### config.mk
export PLATFORM = sky130hd
export DESIGN_NAME = remote_control_median_receiver
export DESIGN_NICKNAME = d
export VERILOG_FILES = /design/src/hdl/rcmr_pkg.sv /design/src/hdl/rcmr_history.sv /design/src/hdl/rcmr_median.sv /design/src/hdl/remote_control_median_receiver.sv
export SDC_FILE = /design/constraint.sdc
export NUM_CORES = 1
export LEC_CHECK = 0
export BUFFER_PORTS_ARGS = -buffer_cell sky130_fd_sc_hd__buf_2
export CAP_MARGIN = 20
export CORE_ASPECT_RATIO = 2
export CORE_MARGIN = 1.5
export CORE_UTILIZATION = 39
export CTS_BUF_LIST = sky130_fd_sc_hd__clkbuf_2
export CTS_CLUSTER_DIAMETER = 30
export DETAILED_ROUTE_END_ITERATION = 12
export PLACE_DENSITY_LB_ADDON = 0.2
export SLEW_MARGIN = 30
export SYNTH_ARGS = -nofsm -noshare
export SYNTH_HDL_FRONTEND = slang
export SYNTH_SLANG_ARGS = --single-unit
### constraint.sdc
create_clock -name clk -period 16.65 [get_ports clk]
set_input_delay 2.4975 -clock clk [delete_from_list [all_inputs] [get_ports clk]]
set_output_delay 2.4975 -clock clk [all_outputs]
set_load 0.02 [all_outputs]
### src/hdl/rcmr_pkg.sv
`timescale 1ns / 1ps
// ----------------------------------------------------------------------------
// rcmr_pkg
// Shared types, constants and helpers of the remote control median receiver.
// ----------------------------------------------------------------------------
package rcmr_pkg;

    localparam int AXIS_COUNT   = 2;
    localparam int BUTTON_COUNT = 8;

    localparam logic [7:0] AXIS_RAW_MAX = 8'd200;
    localparam logic [7:0] AXIS_CENTER  = 8'd100;

    // configuration register indexes
    localparam logic [1:0] REG_START_VALUE   = 2'd0;
    localparam logic [1:0] REG_SILENCE_LIMIT = 2'd1;

    localparam logic [15:0] SILENCE_LIMIT_RST = 16'd100;
    localparam logic [15:0] SILENCE_MAX       = 16'hFFFF;

    // top level sequencer
    typedef enum logic [1:0] {
        T_IDLE,
        T_UPDATE,
        T_MEDIAN,
        T_DONE
    } top_state_t;

    // median sweep sequencer
    typedef enum logic [1:0] {
        M_IDLE,
        M_LOAD,
        M_CMP
    } med_state_t;

    // history write request from the top level
    typedef struct packed {
        logic             wr_en;
        logic             clr;
        logic             left_ok;
        logic             right_ok;
        logic signed [7:0] left_val;
        logic signed [7:0] right_val;
        logic [7:0]       buttons;
    } hist_wr_t;

    // median unit status
    typedef struct packed {
        logic              done;
        logic signed [7:0] left;
        logic signed [7:0] right;
    } med_status_t;

    // button k of a byte is pressed when bit 7-2k is 1 and bit 6-2k is 0
    function automatic logic [3:0] decode_pairs(input logic [7:0] b);
        logic [3:0] r;
        for (int k = 0; k < 4; k++)
        begin
            r[k] = b[7 - 2 * k] & ~b[6 - 2 * k];
        end
        return r;
    endfunction

endpackage

### src/hdl/rcmr_history.sv
`timescale 1ns / 1ps
// ----------------------------------------------------------------------------
// rcmr_history
// Ring of axis and button samples with one read port and button voting.
// ----------------------------------------------------------------------------
module rcmr_history
    import rcmr_pkg::*;
#(
    parameter int HISTORY_DEPTH = 5,
    localparam int IDX_W = $clog2(HISTORY_DEPTH)
)
(
    input  logic                clk,
    input  logic                rst_n,
    input  hist_wr_t            wr,
    input  logic                rd_axis,
    input  logic [IDX_W-1:0]    rd_idx,
    output logic signed [7:0]   rd_data,
    output logic [BUTTON_COUNT-1:0] btn_vote
);

    logic signed [7:0] axis_reg [AXIS_COUNT][HISTORY_DEPTH];
    logic [BUTTON_COUNT-1:0] btn_reg [HISTORY_DEPTH];
    logic [IDX_W-1:0] head_reg;
    logic [IDX_W-1:0] head_next;

    // ring head wraps at the depth
    always_comb
    begin
        head_next = head_reg;
        if (wr.wr_en)
        begin
            if (head_reg == IDX_W'(HISTORY_DEPTH - 1))
                head_next = '0;
            else
                head_next = head_reg + 1'b1;
        end
    end

    // sample store, cleared on reset and on loss of link
    always_ff @(posedge clk or negedge rst_n)
    begin
        if (!rst_n)
        begin
            head_reg <= '0;
            for (int i = 0; i < HISTORY_DEPTH; i++)
            begin
                axis_reg[0][i] <= '0;
                axis_reg[1][i] <= '0;
                btn_reg[i]     <= '0;
            end
        end
        else
        begin
            head_reg <= head_next;
            if (wr.clr)
            begin
                for (int i = 0; i < HISTORY_DEPTH; i++)
                begin
                    axis_reg[0][i] <= '0;
                    axis_reg[1][i] <= '0;
                    btn_reg[i]     <= '0;
                end
            end
            else if (wr.wr_en)
            begin
                if (wr.left_ok)
                    axis_reg[0][head_reg] <= wr.left_val;
                if (wr.right_ok)
                    axis_reg[1][head_reg] <= wr.right_val;
                btn_reg[head_reg] <= wr.buttons;
            end
        end
    end

    // single read port for the median sweep
    assign rd_data = axis_reg[rd_axis][rd_idx];

    // majority vote per button
    always_comb
    begin
        logic [IDX_W:0] n;
        for (int b = 0; b < BUTTON_COUNT; b++)
        begin
            n = '0;
            for (int i = 0; i < HISTORY_DEPTH; i++)
            begin
                n = n + {{IDX_W{1'b0}}, btn_reg[i][b]};
            end
            btn_vote[b] = ({n, 1'b0} > (IDX_W + 2)'(HISTORY_DEPTH));
        end
    end

endmodule

### src/hdl/rcmr_median.sv
`timescale 1ns / 1ps
// ----------------------------------------------------------------------------
// rcmr_median
// Serial median of both axis histories with one shared compare unit.
// ----------------------------------------------------------------------------
module rcmr_median
    import rcmr_pkg::*;
#(
    parameter int HISTORY_DEPTH = 5,
    localparam int IDX_W = $clog2(HISTORY_DEPTH),
    localparam int CNT_W = $clog2(HISTORY_DEPTH + 1)
)
(
    input  logic               clk,
    input  logic               rst_n,
    input  logic               start,
    output logic               rd_axis,
    output logic [IDX_W-1:0]   rd_idx,
    input  logic signed [7:0]  rd_data,
    output med_status_t        status
);

    med_state_t state_reg, state_next;
    logic axis_reg, axis_next;
    logic [IDX_W-1:0] row_reg, row_next;
    logic [IDX_W-1:0] col_reg, col_next;
    logic signed [7:0] v_reg, v_next;
    logic [CNT_W-1:0] hi_reg, hi_next, lo_reg, lo_next, same_reg, same_next;
    logic found_reg, found_next;
    logic signed [7:0] left_reg, left_next, right_reg, right_next;
    logic done_reg, done_next;

    // shared compare unit and median test
    logic [CNT_W-1:0] hi_c, lo_c, same_c, spread;
    logic hit;
    logic row_last, col_last;

    always_comb
    begin
        hi_c   = hi_reg   + CNT_W'(v_reg < rd_data);
        lo_c   = lo_reg   + CNT_W'(v_reg > rd_data);
        same_c = same_reg + CNT_W'(v_reg == rd_data);
        spread = (hi_c >= lo_c) ? (hi_c - lo_c) : (lo_c - hi_c);
        hit    = spread < same_c;
    end

    assign row_last = (row_reg == IDX_W'(HISTORY_DEPTH - 1));
    assign col_last = (col_reg == IDX_W'(HISTORY_DEPTH - 1));

    // next state
    always_comb
    begin
        state_next = state_reg;
        unique case (state_reg)
            M_IDLE:
                if (start)
                    state_next = M_LOAD;
            M_LOAD:
                state_next = M_CMP;
            M_CMP:
                if (col_last)
                    state_next = (row_last && axis_reg) ? M_IDLE : M_LOAD;
            default:
                state_next = M_IDLE;
        endcase
    end

    // sweep datapath
    always_comb
    begin
        axis_next  = axis_reg;
        row_next   = row_reg;
        col_next   = col_reg;
        v_next     = v_reg;
        hi_next    = hi_reg;
        lo_next    = lo_reg;
        same_next  = same_reg;
        found_next = found_reg;
        left_next  = left_reg;
        right_next = right_reg;
        done_next  = 1'b0;
        unique case (state_reg)
            M_IDLE:
                if (start)
                begin
                    axis_next  = 1'b0;
                    row_next   = '0;
                    found_next = 1'b0;
                    left_next  = '0;
                    right_next = '0;
                end
            M_LOAD:
            begin
                v_next    = rd_data;
                col_next  = '0;
                hi_next   = '0;
                lo_next   = '0;
                same_next = '0;
            end
            M_CMP:
            begin
                hi_next   = hi_c;
                lo_next   = lo_c;
                same_next = same_c;
                col_next  = col_reg + 1'b1;
                if (col_last)
                begin
                    // first row that passes the test gives the median
                    if (hit && !found_reg)
                    begin
                        found_next = 1'b1;
                        if (axis_reg)
                            right_next = v_reg;
                        else
                            left_next = v_reg;
                    end
                    if (row_last)
                    begin
                        row_next   = '0;
                        axis_next  = 1'b1;
                        found_next = 1'b0;
                        done_next  = axis_reg;
                    end
                    else
                    begin
                        row_next = row_reg + 1'b1;
                    end
                end
            end
            default:
                done_next = 1'b0;
        endcase
    end

    always_ff @(posedge clk or negedge rst_n)
    begin
        if (!rst_n)
        begin
            state_reg <= M_IDLE;
            done_reg  <= 1'b0;
            axis_reg  <= 1'b0;
            row_reg   <= '0;
            col_reg   <= '0;
            found_reg <= 1'b0;
        end
        else
        begin
            state_reg <= state_next;
            done_reg  <= done_next;
            axis_reg  <= axis_next;
            row_reg   <= row_next;
            col_reg   <= col_next;
            found_reg <= found_next;
        end
    end

    always_ff @(posedge clk)
    begin
        v_reg     <= v_next;
        hi_reg    <= hi_next;
        lo_reg    <= lo_next;
        same_reg  <= same_next;
        left_reg  <= left_next;
        right_reg <= right_next;
    end

    // read address: candidate row on load, compared column otherwise
    assign rd_axis = axis_reg;
    assign rd_idx  = (state_reg == M_LOAD) ? row_reg : col_reg;

    assign status.done  = done_reg;
    assign status.left  = left_reg;
    assign status.right = right_reg;

endmodule

### src/hdl/remote_control_median_receiver.sv
`timescale 1ns / 1ps
// ----------------------------------------------------------------------------
// remote_control_median_receiver
// Filters polled remote control messages into median axes and voted buttons.
// ----------------------------------------------------------------------------
// Usage
//   s_* takes one poll per item: s_tuser flags a present message, s_tdata
//   carries its five bytes. m_* gives one result per poll: both axis medians
//   and the button votes in m_tdata, changed and disabled flags in m_tuser.
//   cfg_we/cfg_index/cfg_data write start value (index 0) and silence limit
//   (index 1) while the block is idle, a user rule the block does not check.
// Timing
//   For a matching message the median sweep lies between acceptance and a
//   valid result; it reads one history entry per cycle into a single
//   comparator. Other polls skip the sweep. One item is worked on at a time;
//   s_tready is low from acceptance until the result is loaded into the
//   output register.
// Reset
//   Histories, current values, silence count and flags clear; the start
//   value becomes 0 and the silence limit 100.
// Stall
//   A result holds in the output register while m_tready is low; the next
//   item may be accepted meanwhile, and its result waits until the register
//   frees.
// ----------------------------------------------------------------------------
module remote_control_median_receiver
    import rcmr_pkg::*;
#(
    parameter int HISTORY_DEPTH = 5
)
(
    input  logic        clk,
    input  logic        rst_n,
    // configuration
    input  logic        cfg_we,
    input  logic [1:0]  cfg_index,
    input  logic [15:0] cfg_data,
    // poll items
    input  logic        s_tvalid,
    output logic        s_tready,
    // lead_byte, left_axis_raw, right_axis_raw, face_buttons_byte,
    // shoulder_buttons_byte
    input  logic [39:0] s_tdata,
    // message_ready
    input  logic        s_tuser,
    // result items
    output logic        m_tvalid,
    input  logic        m_tready,
    // left_axis, right_axis, button_states
    output logic [23:0] m_tdata,
    // values_changed, link_disabled
    output logic [1:0]  m_tuser
);

    localparam int IDX_W = $clog2(HISTORY_DEPTH);

    top_state_t state_reg, state_next;

    // configuration registers
    logic [7:0]  start_value_reg;
    logic [15:0] silence_limit_reg;

    // captured poll
    logic       ready_reg;
    logic [7:0] lead_reg, left_raw_reg, right_raw_reg, face_reg, shoulder_reg;

    // link and published state
    logic [15:0] silence_reg, silence_next;
    logic        seen_reg, seen_next;
    logic        disabled_reg, disabled_next;
    logic signed [7:0] cur_left_reg, cur_left_next, cur_right_reg, cur_right_next;
    logic [7:0]  cur_btn_reg, cur_btn_next;
    logic        changed_reg, changed_next;

    // output register
    logic        m_valid_reg, m_valid_next;
    logic [23:0] m_data_reg, m_data_next;
    logic [1:0]  m_user_reg, m_user_next;

    hist_wr_t    hist_wr;
    med_status_t med_st;
    logic        med_start;
    logic        rd_axis;
    logic [IDX_W-1:0] rd_idx;
    logic signed [7:0] rd_data;
    logic [BUTTON_COUNT-1:0] btn_vote;

    logic        active, msg_ok;
    logic [15:0] silence_inc;
    logic        out_free;

    rcmr_history #(.HISTORY_DEPTH(HISTORY_DEPTH)) u_history (
        .clk      (clk),
        .rst_n    (rst_n),
        .wr       (hist_wr),
        .rd_axis  (rd_axis),
        .rd_idx   (rd_idx),
        .rd_data  (rd_data),
        .btn_vote (btn_vote)
    );

    rcmr_median #(.HISTORY_DEPTH(HISTORY_DEPTH)) u_median (
        .clk     (clk),
        .rst_n   (rst_n),
        .start   (med_start),
        .rd_axis (rd_axis),
        .rd_idx  (rd_idx),
        .rd_data (rd_data),
        .status  (med_st)
    );

    // poll classification
    assign active      = !disabled_reg && (seen_reg || ready_reg);
    assign msg_ok      = active && ready_reg && (lead_reg == start_value_reg);
    assign silence_inc = (silence_reg == SILENCE_MAX) ? silence_reg : silence_reg + 16'd1;
    assign out_free    = !m_valid_reg || m_tready;

    // next state
    always_comb
    begin
        state_next = state_reg;
        unique case (state_reg)
            T_IDLE:
                if (s_tvalid)
                    state_next = T_UPDATE;
            T_UPDATE:
                state_next = msg_ok ? T_MEDIAN : T_DONE;
            T_MEDIAN:
                if (med_st.done)
                    state_next = T_DONE;
            T_DONE:
                if (out_free)
                    state_next = T_IDLE;
            default:
                state_next = T_IDLE;
        endcase
    end

    // control outputs
    always_comb
    begin
        s_tready          = (state_reg == T_IDLE);
        med_start         = (state_reg == T_UPDATE) && msg_ok;
        hist_wr.wr_en     = (state_reg == T_UPDATE) && msg_ok;
        hist_wr.clr       = (state_reg == T_UPDATE) && active && !ready_reg
                            && (silence_inc > silence_limit_reg);
        hist_wr.left_ok   = (left_raw_reg <= AXIS_RAW_MAX);
        hist_wr.right_ok  = (right_raw_reg <= AXIS_RAW_MAX);
        hist_wr.left_val  = left_raw_reg - AXIS_CENTER;
        hist_wr.right_val = right_raw_reg - AXIS_CENTER;
        hist_wr.buttons   = {decode_pairs(shoulder_reg), decode_pairs(face_reg)};
    end

    // link state and published values
    always_comb
    begin
        silence_next   = silence_reg;
        seen_next      = seen_reg;
        disabled_next  = disabled_reg;
        cur_left_next  = cur_left_reg;
        cur_right_next = cur_right_reg;
        cur_btn_next   = cur_btn_reg;
        changed_next   = changed_reg;
        unique case (state_reg)
            T_UPDATE:
            begin
                changed_next = 1'b0;
                if (active)
                begin
                    seen_next = 1'b1;
                    if (msg_ok)
                        silence_next = '0;
                    else if (!ready_reg)
                    begin
                        silence_next = silence_inc;
                        if (silence_inc > silence_limit_reg)
                            disabled_next = 1'b1;
                    end
                end
            end
            T_MEDIAN:
                if (med_st.done)
                begin
                    cur_left_next  = med_st.left;
                    cur_right_next = med_st.right;
                    cur_btn_next   = btn_vote;
                    changed_next   = (med_st.left != cur_left_reg)
                                     || (med_st.right != cur_right_reg)
                                     || (btn_vote != cur_btn_reg);
                end
            T_IDLE, T_DONE:
                changed_next = changed_reg;
            default:
                changed_next = changed_reg;
        endcase
    end

    // output register
    always_comb
    begin
        m_valid_next = m_valid_reg;
        m_data_next  = m_data_reg;
        m_user_next  = m_user_reg;
        if (m_valid_reg && m_tready)
            m_valid_next = 1'b0;
        if ((state_reg == T_DONE) && out_free)
        begin
            m_valid_next = 1'b1;
            m_data_next  = {cur_btn_reg, cur_right_reg, cur_left_reg};
            m_user_next  = {disabled_reg, changed_reg};
        end
    end

    always_ff @(posedge clk or negedge rst_n)
    begin
        if (!rst_n)
        begin
            state_reg         <= T_IDLE;
            start_value_reg   <= '0;
            silence_limit_reg <= SILENCE_LIMIT_RST;
            silence_reg       <= '0;
            seen_reg          <= 1'b0;
            disabled_reg      <= 1'b0;
            cur_left_reg      <= '0;
            cur_right_reg     <= '0;
            cur_btn_reg       <= '0;
            changed_reg       <= 1'b0;
            m_valid_reg       <= 1'b0;
        end
        else
        begin
            state_reg     <= state_next;
            silence_reg   <= silence_next;
            seen_reg      <= seen_next;
            disabled_reg  <= disabled_next;
            cur_left_reg  <= cur_left_next;
            cur_right_reg <= cur_right_next;
            cur_btn_reg   <= cur_btn_next;
            changed_reg   <= changed_next;
            m_valid_reg   <= m_valid_next;
            // configuration writes
            if (cfg_we)
            begin
                if (cfg_index == REG_START_VALUE)
                    start_value_reg <= cfg_data[7:0];
                else if (cfg_index == REG_SILENCE_LIMIT)
                    silence_limit_reg <= cfg_data;
            end
        end
    end

    // captured item and output payload
    always_ff @(posedge clk)
    begin
        if (s_tvalid && s_tready)
        begin
            ready_reg     <= s_tuser;
            lead_reg      <= s_tdata[7:0];
            left_raw_reg  <= s_tdata[15:8];
            right_raw_reg <= s_tdata[23:16];
            face_reg      <= s_tdata[31:24];
            shoulder_reg  <= s_tdata[39:32];
        end
        m_data_reg <= m_data_next;
        m_user_reg <= m_user_next;
    end

    assign m_tvalid = m_valid_reg;
    assign m_tdata  = m_data_reg;
    assign m_tuser  = m_user_reg;

    // one item in flight at a time
    a_single_item: assert property (@(posedge clk) disable iff (!rst_n)
        (s_tvalid && s_tready) |=> !s_tready)
        else $error("item accepted while another is in work");

    // link loss is sticky
    a_disabled_sticky: assert property (@(posedge clk) disable iff (!rst_n)
        disabled_reg |=> disabled_reg)
        else $error("disabled flag dropped");

    // median results arrive only while waiting for them
    a_median_done: assert property (@(posedge clk) disable iff (!rst_n)
        med_st.done |-> (state_reg == T_MEDIAN))
        else $error("median done outside median wait");

    // no history write once disabled
    a_no_write_disabled: assert property (@(posedge clk) disable iff (!rst_n)
        hist_wr.wr_en |-> !disabled_reg)
        else $error("history written while link disabled");

endmodule
Word level (Yosys, flattened, before mapping)
Cells that the tools add are included.
{"block": "op_classes", "addsub": 43, "n_lt_le_gt_ge": 19, "eq_ne": 26, "mux": 64, "bitwise": 23, "reduce_logical": 47}
{"operator": "$mux 40", "n": 7}
{"operator": "$mux 80", "n": 2}
{"operator": "$bwmux 40", "n": 3}
{"operator": "$add 4x1->4", "n": 24}
{"operator": "$mux 8", "n": 10}
{"operator": "$mux 16", "n": 3}
{"operator": "$gt 5x3->1 const B", "n": 8}
{"operator": "$pmux 8 s2", "n": 2}
{"operator": "$pmux 3 s2", "n": 5}
{"operator": "$bmux 8 s3", "n": 1}
{"operator": "$demux 8 s3", "n": 1}
{"operator": "$ne 8x8->1", "n": 3}
{"operator": "$mux 3", "n": 6}
{"operator": "$add 1x1->2", "n": 8}
{"operator": "$add 16x1->16 const B", "n": 1}
{"operator": "$eq 16x16->1 const B", "n": 1}
{"operator": "$eq 8x8->1", "n": 2}
{"operator": "$gt 16x16->1", "n": 1}
{"operator": "$le 8x8->1 const B", "n": 2}
{"operator": "$sub 8x7->8 const B", "n": 2}
{"operator": "$reduce_and 5->1", "n": 3}
{"operator": "$mux 1", "n": 14}
{"operator": "$reduce_and 2->1", "n": 7}
{"operator": "$logic_and 1x1->1", "n": 13}
{"operator": "other kinds (31)", "n": 93}
{"block": "word_totals", "reg_bits": 304, "input_bits": 64, "out_inout_bits": 28, "word_cells": 269}

Depth between registers and ports, before layout
Gate-level depths: netlist of run 1.
{"block": "logic_depth", "word_depth": 17, "mapped_depth": 29, "mapped_depth_nobuf": 27}

Hierarchy
From an unflattened synthesis of run 1, not the netlist that was laid out.
{"block": "hier_totals", "cells_unflattened": 1367, "area_unflattened_um2": 15287.2}
{"mod": "rcmr_history", "n_inst": 1, "cells_per_inst": 692, "area_per_inst_um2": 6641.4, "seq_area_each_um2": 3078.0}
{"mod": "remote_control_median_receiver", "n_inst": 1, "cells_per_inst": 479, "area_per_inst_um2": 6324.8, "seq_area_each_um2": 3767.4}
{"mod": "rcmr_median", "n_inst": 1, "cells_per_inst": 196, "area_per_inst_um2": 2321.0, "seq_area_each_um2": 1266.2}

Least setup slack after synthesis of run 1
No wires, ideal clock.
{"block": "synth_timing", "path_kind": "flip-flop to flip-flop", "from": "reg u_median.state_reg[1]", "to": "reg u_median.right_reg[0], enable pin", "setup_time_ns": 0.375, "arrival_time_ns": 6.060, "t_required_ns": 16.275, "path_slack_ns": 10.214, "path_stages_with_launch": 29, "path_buffers": 2, "synth_period_minus_slack_ns": 6.436, "path_cell_list": "dfrtp_1 inv_1 ha_1 buf_2 mux2i_2 buf_2 mux4_2 a21oi_1 nor2_1 inv_1 ha_1 a21oi_1 nor2b_1 o31a_1 o21ai_0 a311oi_1 ha_1 ha_1 ha_1 inv_1 o21ai_0 a21oi_1 mux2_2 ha_1 a21boi_0 o21ai_0 nor3b_1 nand2_1 a21oi_1"}
{"block": "synth_via", "elab_chain_len": 14, "word_cells_on_any_way": 26, "cone_classes": "5 x add/sub; 4 x order compare; 7 x eq/ne; 5 x mux; 1 x bitwise; 4 x reduce/logical"}
{"item": "start, declared", "line_no": "rcmr_median.sv:23", "text": "med_state_t state_reg, state_next;"}
{"item": "start signal, assigned", "line_no": "rcmr_median.sv:148", "text": "state_reg <= state_next;"}
{"item": "$eq 2x1->1 (*)", "line_no": "rcmr_median.sv:169", "text": "assign rd_idx = (state_reg == M_LOAD) ? row_reg : col_reg;"}
{"item": "$mux 3 (*)", "line_no": "rcmr_median.sv:169"}
{"item": "$not 3->4 (not written as such) (*)", "line_no": "rcmr_history.sv:77", "text": "assign rd_data = axis_reg[rd_axis][rd_idx];"}
{"item": "$bmux 8 s3 (*)", "line_no": "rcmr_history.sv:77"}
{"item": "$mux 8 (not written as such) (*) (2 in series)", "line_no": "rcmr_history.sv:77"}
{"item": "via rd_data[3]", "line_no": "remote_control_median_receiver.sv:85", "text": "logic signed [7:0] rd_data;"}
{"item": "$gt 8x8->1 (*)", "line_no": "rcmr_median.sv:41", "text": "lo_c = lo_reg + CNT_W'(v_reg > rd_data);"}
{"item": "$add 3x1->3 (*)", "line_no": "rcmr_median.sv:41"}
{"item": "via u_median.lo_c[1]", "line_no": "rcmr_median.sv:34", "text": "logic [CNT_W-1:0] hi_c, lo_c, same_c, spread;"}
{"item": "$sub 3x3->3 or $ge 3x3->1 (tied branches)", "line_no": "rcmr_median.sv:43", "text": "spread = (hi_c >= lo_c) ? (hi_c - lo_c) : (lo_c - hi_c);"}
{"item": "$mux 3 (*)", "line_no": "rcmr_median.sv:43"}
{"item": "$lt 3x3->1 (*)", "line_no": "rcmr_median.sv:44", "text": "hit = spread < same_c;"}
{"item": "$logic_and 1x1->1 (*)", "line_no": "rcmr_median.sv:109", "text": "if (hit && !found_reg)"}
{"item": "$ne 2x1->1 (no source line) (*)"}
{"item": "$reduce_and 5->1 (no source line) (*)"}
{"item": "end signal, assigned", "line_no": "rcmr_median.sv:164", "text": "right_reg <= right_next;"}
{"item": "end, declared", "line_no": "rcmr_median.sv:30", "text": "logic signed [7:0] left_reg, left_next, right_reg, right_next;"}
The timed path passes the listed nets; every way through them passes the cells marked *. The select of a mux whose other input is x is not followed.
A chain may end at the register's enable or synchronous reset.

Worst setup path after layout of run 1
{"block": "layout_timing", "from": "reg u_median.state_reg[1]", "to": "reg u_median.left_reg[1], enable pin"}
{"block": "layout_via", "elab_chain_len": 14, "word_cells_on_any_way": 26, "cone_classes": "5 x add/sub; 4 x order compare; 7 x eq/ne; 5 x mux; 1 x bitwise; 4 x reduce/logical"}
{"item": "$eq 2x1->1 (*)", "line_no": "rcmr_median.sv:169"}
{"item": "$mux 3 (*)", "line_no": "rcmr_median.sv:169"}
{"item": "$not 3->4 (not written as such) (*)", "line_no": "rcmr_history.sv:77"}
{"item": "$bmux 8 s3 (*)", "line_no": "rcmr_history.sv:77"}
{"item": "$mux 8 (not written as such) (*) (2 in series)", "line_no": "rcmr_history.sv:77"}
{"item": "via rd_data[3]", "line_no": "remote_control_median_receiver.sv:85"}
{"item": "$gt 8x8->1 (*)", "line_no": "rcmr_median.sv:41"}
{"item": "$add 3x1->3 (*)", "line_no": "rcmr_median.sv:41"}
{"item": "via u_median.lo_c[1]", "line_no": "rcmr_median.sv:34"}
{"item": "$sub 3x3->3 or $ge 3x3->1 (tied branches)", "line_no": "rcmr_median.sv:43"}
{"item": "$mux 3 (*)", "line_no": "rcmr_median.sv:43"}
{"item": "$lt 3x3->1 (*)", "line_no": "rcmr_median.sv:44"}
{"item": "$logic_and 1x1->1 (*)", "line_no": "rcmr_median.sv:109"}
{"item": "$ne 2x1->1 (no source line) (*)"}
{"item": "$reduce_and 5->1 (no source line) (*)"}
{"item": "end signal, assigned", "line_no": "rcmr_median.sv:163", "text": "left_reg <= left_next;"}
{"item": "end, declared", "line_no": "rcmr_median.sv:30"}
Marks and branches as above.

==> flow_summary.json, run 1 <==
{
  "drt_pass1_iterations": 5,
  "r2r_cells": 27,
  "grt_pass1_vias": 10429,
  "fmax_mhz": 138,
  "area_growth_pct": 11.8,
  "clock_latency_ps": 960,
  "drc_errors": 0,
  "drt_wl_total_um": 34900,
  "cpMostUsedCell": "ha_1",
  "worst_slack_ps": 9430,
  "dp_slack_ps": 9470,
  "clkPwrFrac": 0.297,
  "cp.required_ps": 17190,
  "min_path_cells": 0,
  "synth_edf_count": 100,
  "reg2reg_to": "u_median.left_reg[1]$_DFFE_PP_",
  "hp-start": "changed_reg$_DFFE_PN0P_",
  "r2r_slack_ps": 9430,
  "maxSlewHeadroom": 0.311,
  "p_total_mw": 1.79,
  "mostFrequentLayoutCell": "dfrtp_1",
  "critPathMaxStageDelay_ps": 610,
  "die_y_um": 283,
  "cts_tree": "built",
  "peakVddDrop_v": 0.0000667,
  "via_per_inst": 5.06,
  "final_cells": 1969,
  "boundaryPins": 92,
  "placed_cells": 1827,
  "hpwl_um": 25100,
  "finalSetupViolations": 0,
  "drv_slew": 0,
  "drive_gt1_frac": 0.240,
  "path_class": "flop to flop",
  "arrival_ps": 7760,
  "start_kind": "flop",
  "ctsHoldBuffers": 0,
  "fin_setup_tns_ps": 0,
  "startpoint": "u_median.state_reg[1]$_DFFE_PN0P_",
  "hold_viol_final": 0,
  "grt_start_max_net_pins": 85,
  "vias": 9958,
  "slowest_stage": "a21oi_1",
  "whs_ps": 454,
  "design_area_um2": 17100,
  "largest_reg_flops": 80,
  "grt_pass1_wl_um": 55900,
  "yosysUniqueCellTypes": 82,
  "synth-seq-cells": 304,
  "clkTransAtPathRegs_ps": 110,
  "mostFrequentLayoutCells": "dfrtp_1 (201), nor2_1 (122), clkbuf_2 (107), edfxtp_1 (100), inv_1 (97)",
  "synth_nets": 1411,
  "antenna_found_initial": 2,
  "grt.overflow.total": 0,
  "rsz0062_at_grt": "false",
  "ys_warn_count": 0,
  "numCtsBuffers": 75,
  "reg2reg_from": "u_median.state_reg[1]$_DFFE_PN0P_",
  "synth_flop_cell": "dfrtp_1",
  "grt_use_total": 0.180,
  "switchingPower_mw": 0.588,
  "layout_min_cycle_time_ps": 7220,
  "core_um2": 38700,
  "dieArea_um2": 40500,
  "io_buffers": 91,
  "seq_area_frac_synth": 0.530,
  "nets": 1541,
  "async_flop_share": 0.671,
  "post_cts_buffers": 0,
  "clock-sinks": 304,
  "internal-power_mw": 1.20,
  "wl_per_cell_um": 17.7,
  "final_util": 0.442,
  "switching_share": 0.328,
  "cts-htree-levels": 3,
  "synth_cells": 1257,
  "cts.repair.resized": 0,
  "hold_path_end": "m_tuser[0]$_DFFE_PP_",
  "root_buffer": "clkbuf_2",
  "hold_class": "flop to flop",
  "gp_congestion": 0.806,
  "power.density_nw_per_um2": 105,
  "max_cap_violations": 0,
  "fin_skew_ps": 57.6,
  "dieWidth_um": 143,
  "run_status": "completed",
  "ant_nets": 0,
  "p_leak_nw": 7.66,
  "avgSynthCellArea_um2": 12.2,
  "worst_pin_slew_ps": 1030,
  "place_area_um2": 16300,
  "comb_power_share": 0.201,
  "end_kind": "flop",
  "start_util": 0.396,
  "fill_cells": 3660,
  "rows": 102,
  "period_share": 0.434,
  "seq_power_share": 0.502,
  "drt_iter0_drc": 460,
  "synth_area_um2": 15300,
  "crit_fanout": 17,
  "cts_buffer_depth": 3
}
==> synth_stat cells (4+ instances only) <==
cell type,number,area (um^2)
ha_1,73,913
nor2_1,122,458
nand2b_1,14,87.6
a221oi_1,6,52.6
o21ai_0,30,150
nor2_2,6,37.5
buf_4,7,52.6
xnor2_1,28,245
nand3_1,20,100
mux2i_1,90,901
nor4_1,10,62.6
and2_1,14,87.6
nor3_1,5,25.0
nand4_1,17,106
o22ai_1,23,144
a21oi_1,41,205
nand2_1,62,233
clkbuf_1,17,63.8
nand3b_1,4,30.0
nor4_4,5,106
a31oi_1,10,62.6
mux4_2,16,360
and3_1,4,25.0
o31ai_1,5,37.5
dfrtp_1,201,5030
nor3b_1,4,30.0
xor2_1,19,166
edfxtp_1,100,3000
mux2_2,53,597
buf_2,25,125
fa_1,17,340
inv_1,97,364
a211oi_1,14,105
nor2b_1,13,81.3
a21o_1,5,37.5
xnor2_2,7,114
==> kinds of logic (layout without fill, tap and decap cells) <==
family,Yosys count,after routing,share of synthesized area
XOR/XNOR,55,55,0.0361
multiplexers,160,160,0.122
other,0,3,0
AO/OA/AOI/OAI,173,173,0.0744
adder cells (fa/ha/maj),90,90,0.0819
buffers and inverters,150,339,0.0410
AND/OR/NAND/NOR,325,325,0.114
flip-flops,304,304,0.530
==> worst max-delay path by stage <==
stage / slack (ps) / to
3_3_place_gp: 9680 / u_median.left_reg[7]$_DFFE_PP_
5_1_grt: 8700 / u_median.right_reg[0]$_DFFE_PP_
2_1_floorplan: 10210 / u_median.right_reg[0]$_DFFE_PP_
4_1_cts: 9370 / u_median.left_reg[1]$_DFFE_PP_
6_report: 9430 / u_median.left_reg[1]$_DFFE_PP_
3_5_place_dp: 9470 / u_median.left_reg[7]$_DFFE_PP_
==> power by group through the flow <==
| stage | Combinational (mW) | Clock [mW] | Sequential [mW] |
|---|---|---|---|
| 6_report | 0.360 | 0.532 | 0.900 |
| 4_1_cts | 0.369 | 0.561 | 0.901 |
| 2_1_floorplan | 0.223 | 0 | 0.934 |
| 3_5_place_dp | 0.367 | 0 | 0.917 |
| 5_1_grt | 0.400 | 0.595 | 0.908 |
| 3_3_place_gp | 0.358 | 0 | 0.916 |
==> metal layers <==
| layer | GRT usage | vias up | part of all wire |
|---|---|---|---|
| met5 | 0 | - | 0 |
| met1 | 0.186 | 4877 | 0.37 |
| met2 | 0.336 | 230 | 0.56 |
| li1 | - | 4777 | - |
| met4 | 0.0943 | 0 | 0.039 |
| met3 | 0.0350 | 74 | 0.039 |
==> critical path, delay by kind of cell (launching register included) <==
family | cells | cell delay, ps
AO/OA/AOI/OAI | 10 | 2190
AND/OR/NAND/NOR | 5 | 970
flip-flops | 1 | 440
adder cells (fa/ha/maj) | 6 | 2030
multiplexers | 2 | 650
buffers and inverters | 4 | 510
==> area by class of cell <==
cell class | count | area (um^2) | area share
antenna | 3 | 7.51 | 0.000439
tap | 520 | 651 | 0.0380
clock inverter | 29 | 198 | 0.0116
timing repair buffer | 105 | 569 | 0.0333
inverter | 98 | 368 | 0.0215
multi-input combinational | 803 | 6670 | 0.390
clock buffer | 107 | 536 | 0.0313
sequential | 304 | 8110 | 0.474
Power figures use the tool's default switching activity.
==> inputs of run 2 (changes only) <==
==> constraint.sdc (replaced) <==
create_clock -name clk -period 7.4 [get_ports clk]
set_input_delay 1.11 -clock clk [delete_from_list [all_inputs] [get_ports clk]]
set_output_delay 1.11 -clock clk [all_outputs]
set_load 0.02 [all_outputs]
==> run 2 against run 1 <==
Net effect:
- sequential power rose by 120%
- hold slack got worse by 330 ps
- non-clock buffer count rose by 2
- routed wire length rose by 1.1%
- critical endpoint is now u_median.right_reg[5]$_DFFE_PP_
- worst setup slack got worse by 8700 ps
- fmax rose by 7.8%
- global-route usage barely moved
- first-iteration DRC count rose by 9.8%
- final cell count did not move
==> flow_summary.json, run 2 (same netlist as run 1, synthesis figures left out) <==
{
  "dp_slack_ps": 665,
  "drc_errors": 0,
  "grt_start_max_net_pins": 156,
  "critPathMaxStageDelay_ps": 430,
  "seq_area_um2": 8110,
  "nets": 1542,
  "core_um2": 38700,
  "end_kind": "flop",
  "cp_top_family": "compound AO/OA/AOI/OAI gates",
  "root_buffer": "clkbuf_2",
  "cts-htree-levels": 3,
  "hold_viol_final": 0,
  "mostFrequentLayoutCell": "dfrtp_1",
  "area_growth_pct": 11.9,
  "highest_layer": "met4",
  "mostFrequentLayoutCells": "dfrtp_1 (201), nor2_1 (122), clkbuf_2 (110), edfxtp_1 (100), inv_1 (97)",
  "gp_congestion": 0.804,
  "whs_ps": 121,
  "fin_skew_ps": 107,
  "grt_use_total": 0.180,
  "layout_min_cycle_time_ps": 6700,
  "fmax_mhz": 149,
  "wl_met3_um": 1290,
  "drt_pass1_iterations": 5,
  "run_status": "completed",
  "p_leak_nw": 7.66,
  "cts_buffer_depth": 3,
  "path_class": "flop to flop",
  "largest_reg_flops": 80,
  "cts_tree": "built",
  "fill_cells": 3705,
  "p_total_mw": 3.97,
  "numCtsBuffers": 74,
  "start_util": 0.396,
  "cp.required_ps": 8000,
  "antenna_found_initial": 1,
  "slowest_stage": "dfrtp_1",
  "grt.overflow.total": 0,
  "clock_latency_ps": 980,
  "worst_slack_ps": 705,
  "worst_pin_slew_ps": 978,
  "max_cap_violations": 0,
  "drive_gt1_frac": 0.240,
  "boundaryPins": 92,
  "drt_iter0_drc": 505,
  "grt_pass1_wl_um": 56000,
  "drv_slew": 0,
  "wl_per_cell_um": 17.9,
  "maxSlewHeadroom": 0.343,
  "rsz0062_at_grt": "false",
  "hpwl_um": 25600,
  "dieWidth_um": 143,
  "placed_cells": 1829,
  "cpMostUsedCell": "ha_1",
  "dr_wl_met2_um": 20100,
  "clock-sinks": 304,
  "io_buffers": 91,
  "grt_pass1_vias": 10588,
  "die_y_um": 283,
  "crit_fanout": 14,
  "finalSetupViolations": 0,
  "period_share": 0.905,
  "dieArea_um2": 40500,
  "multi_input_area_um2": 6680,
  "hold_class": "input pin to async pin",
  "rows": 102,
  "final_cells": 1969,
  "power.density_nw_per_um2": 232,
  "clkTransAtPathRegs_ps": 120,
  "start_kind": "flop",
  "drt_wl_total_um": 35200,
  "peakVddDrop_v": 0.000102,
  "ant_nets": 0,
  "fin_setup_tns_ps": 0,
  "path_buf_inv": 6,
  "vias": 10067,
  "wirelength_met1_um": 12600,
  "via_per_inst": 5.11,
  "arrival_ps": 7300
}
-- run 2: layout make-up --
cell class | count | share of cell area
timing repair buffer | 107 | 0.0370
clock inverter | 26 | 0.00774
inverter | 98 | 0.0215
clock buffer | 110 | 0.0321
antenna | 1 | 0.000146
tap | 520 | 0.0380
multi-input combinational | 803 | 0.390
sequential | 304 | 0.474
-- run 2: metal layers --
layer | vias to the layer above | track usage
met5 | - | 0
met4 | 0 | 0.0851
met3 | 81 | 0.0333
met2 | 211 | 0.346
met1 | 4997 | 0.181
li1 | 4778 | -
-- run 2: path summary, 6_finish.rpt --
check | start | depth (start not counted) | slack (ps) | to
min in group clk | s_tdata[1] | 1 | 290 | lead_reg[1]$_DFFE_PP_
worst max-delay path | u_median.state_reg[1]$_DFFE_PN0P_ | 29 | 700 | u_median.right_reg[5]$_DFFE_PP_
worst max register to register | u_median.state_reg[1]$_DFFE_PN0P_ | 29 | 700 | u_median.right_reg[5]$_DFFE_PP_
max in group asynchronous | rst_n | 3 | 6050 | u_median.found_reg$_DFFE_PN0P_
worst min-delay path | rst_n | 1 | 120 | u_history.axis_reg[64]$_DFFE_PN0P_
worst min register to register | changed_reg$_DFFE_PN0P_ | 0 | 470 | m_tuser[0]$_DFFE_PP_
-- run 2: metrics by stage --
stage                     area, um^2  utilization
after floorplan                15300            -
after global routing           17100        0.443
final                          17100        0.443
after CTS                      17100        0.441
after global placement         16300        0.423
after detailed placement       16400        0.424
-- run 2: repair_timing --
action,CTS,global route
hold buffers,0,0
endpoints found under the setup margin,0,9
hold endpoints to repair,0,0
setup buffers,0,0
gates resized for setup,0,1
-- run 2: worst register-to-register path: cells and delay by family, from the launching register on --
| family | cells | cell delay [ps] |
|---|---|---|
| AOI/OAI and AO/OA | 10 | 1800 |
| adders and majority gates | 6 | 1520 |
| and+or+nand+nor | 4 | 580 |
| DFF | 1 | 430 |
| muxes | 3 | 1090 |
| buffers and inverters | 6 | 950 |
-- run 2: where the power goes --
| group | internal, mW | switching, mW | total [mW] |
|---|---|---|---|
| combinational | 0.294 | 0.520 | 0.814 |
| clock | 0.434 | 0.698 | 1.13 |
| sequential | 1.92 | 0.101 | 2.02 |
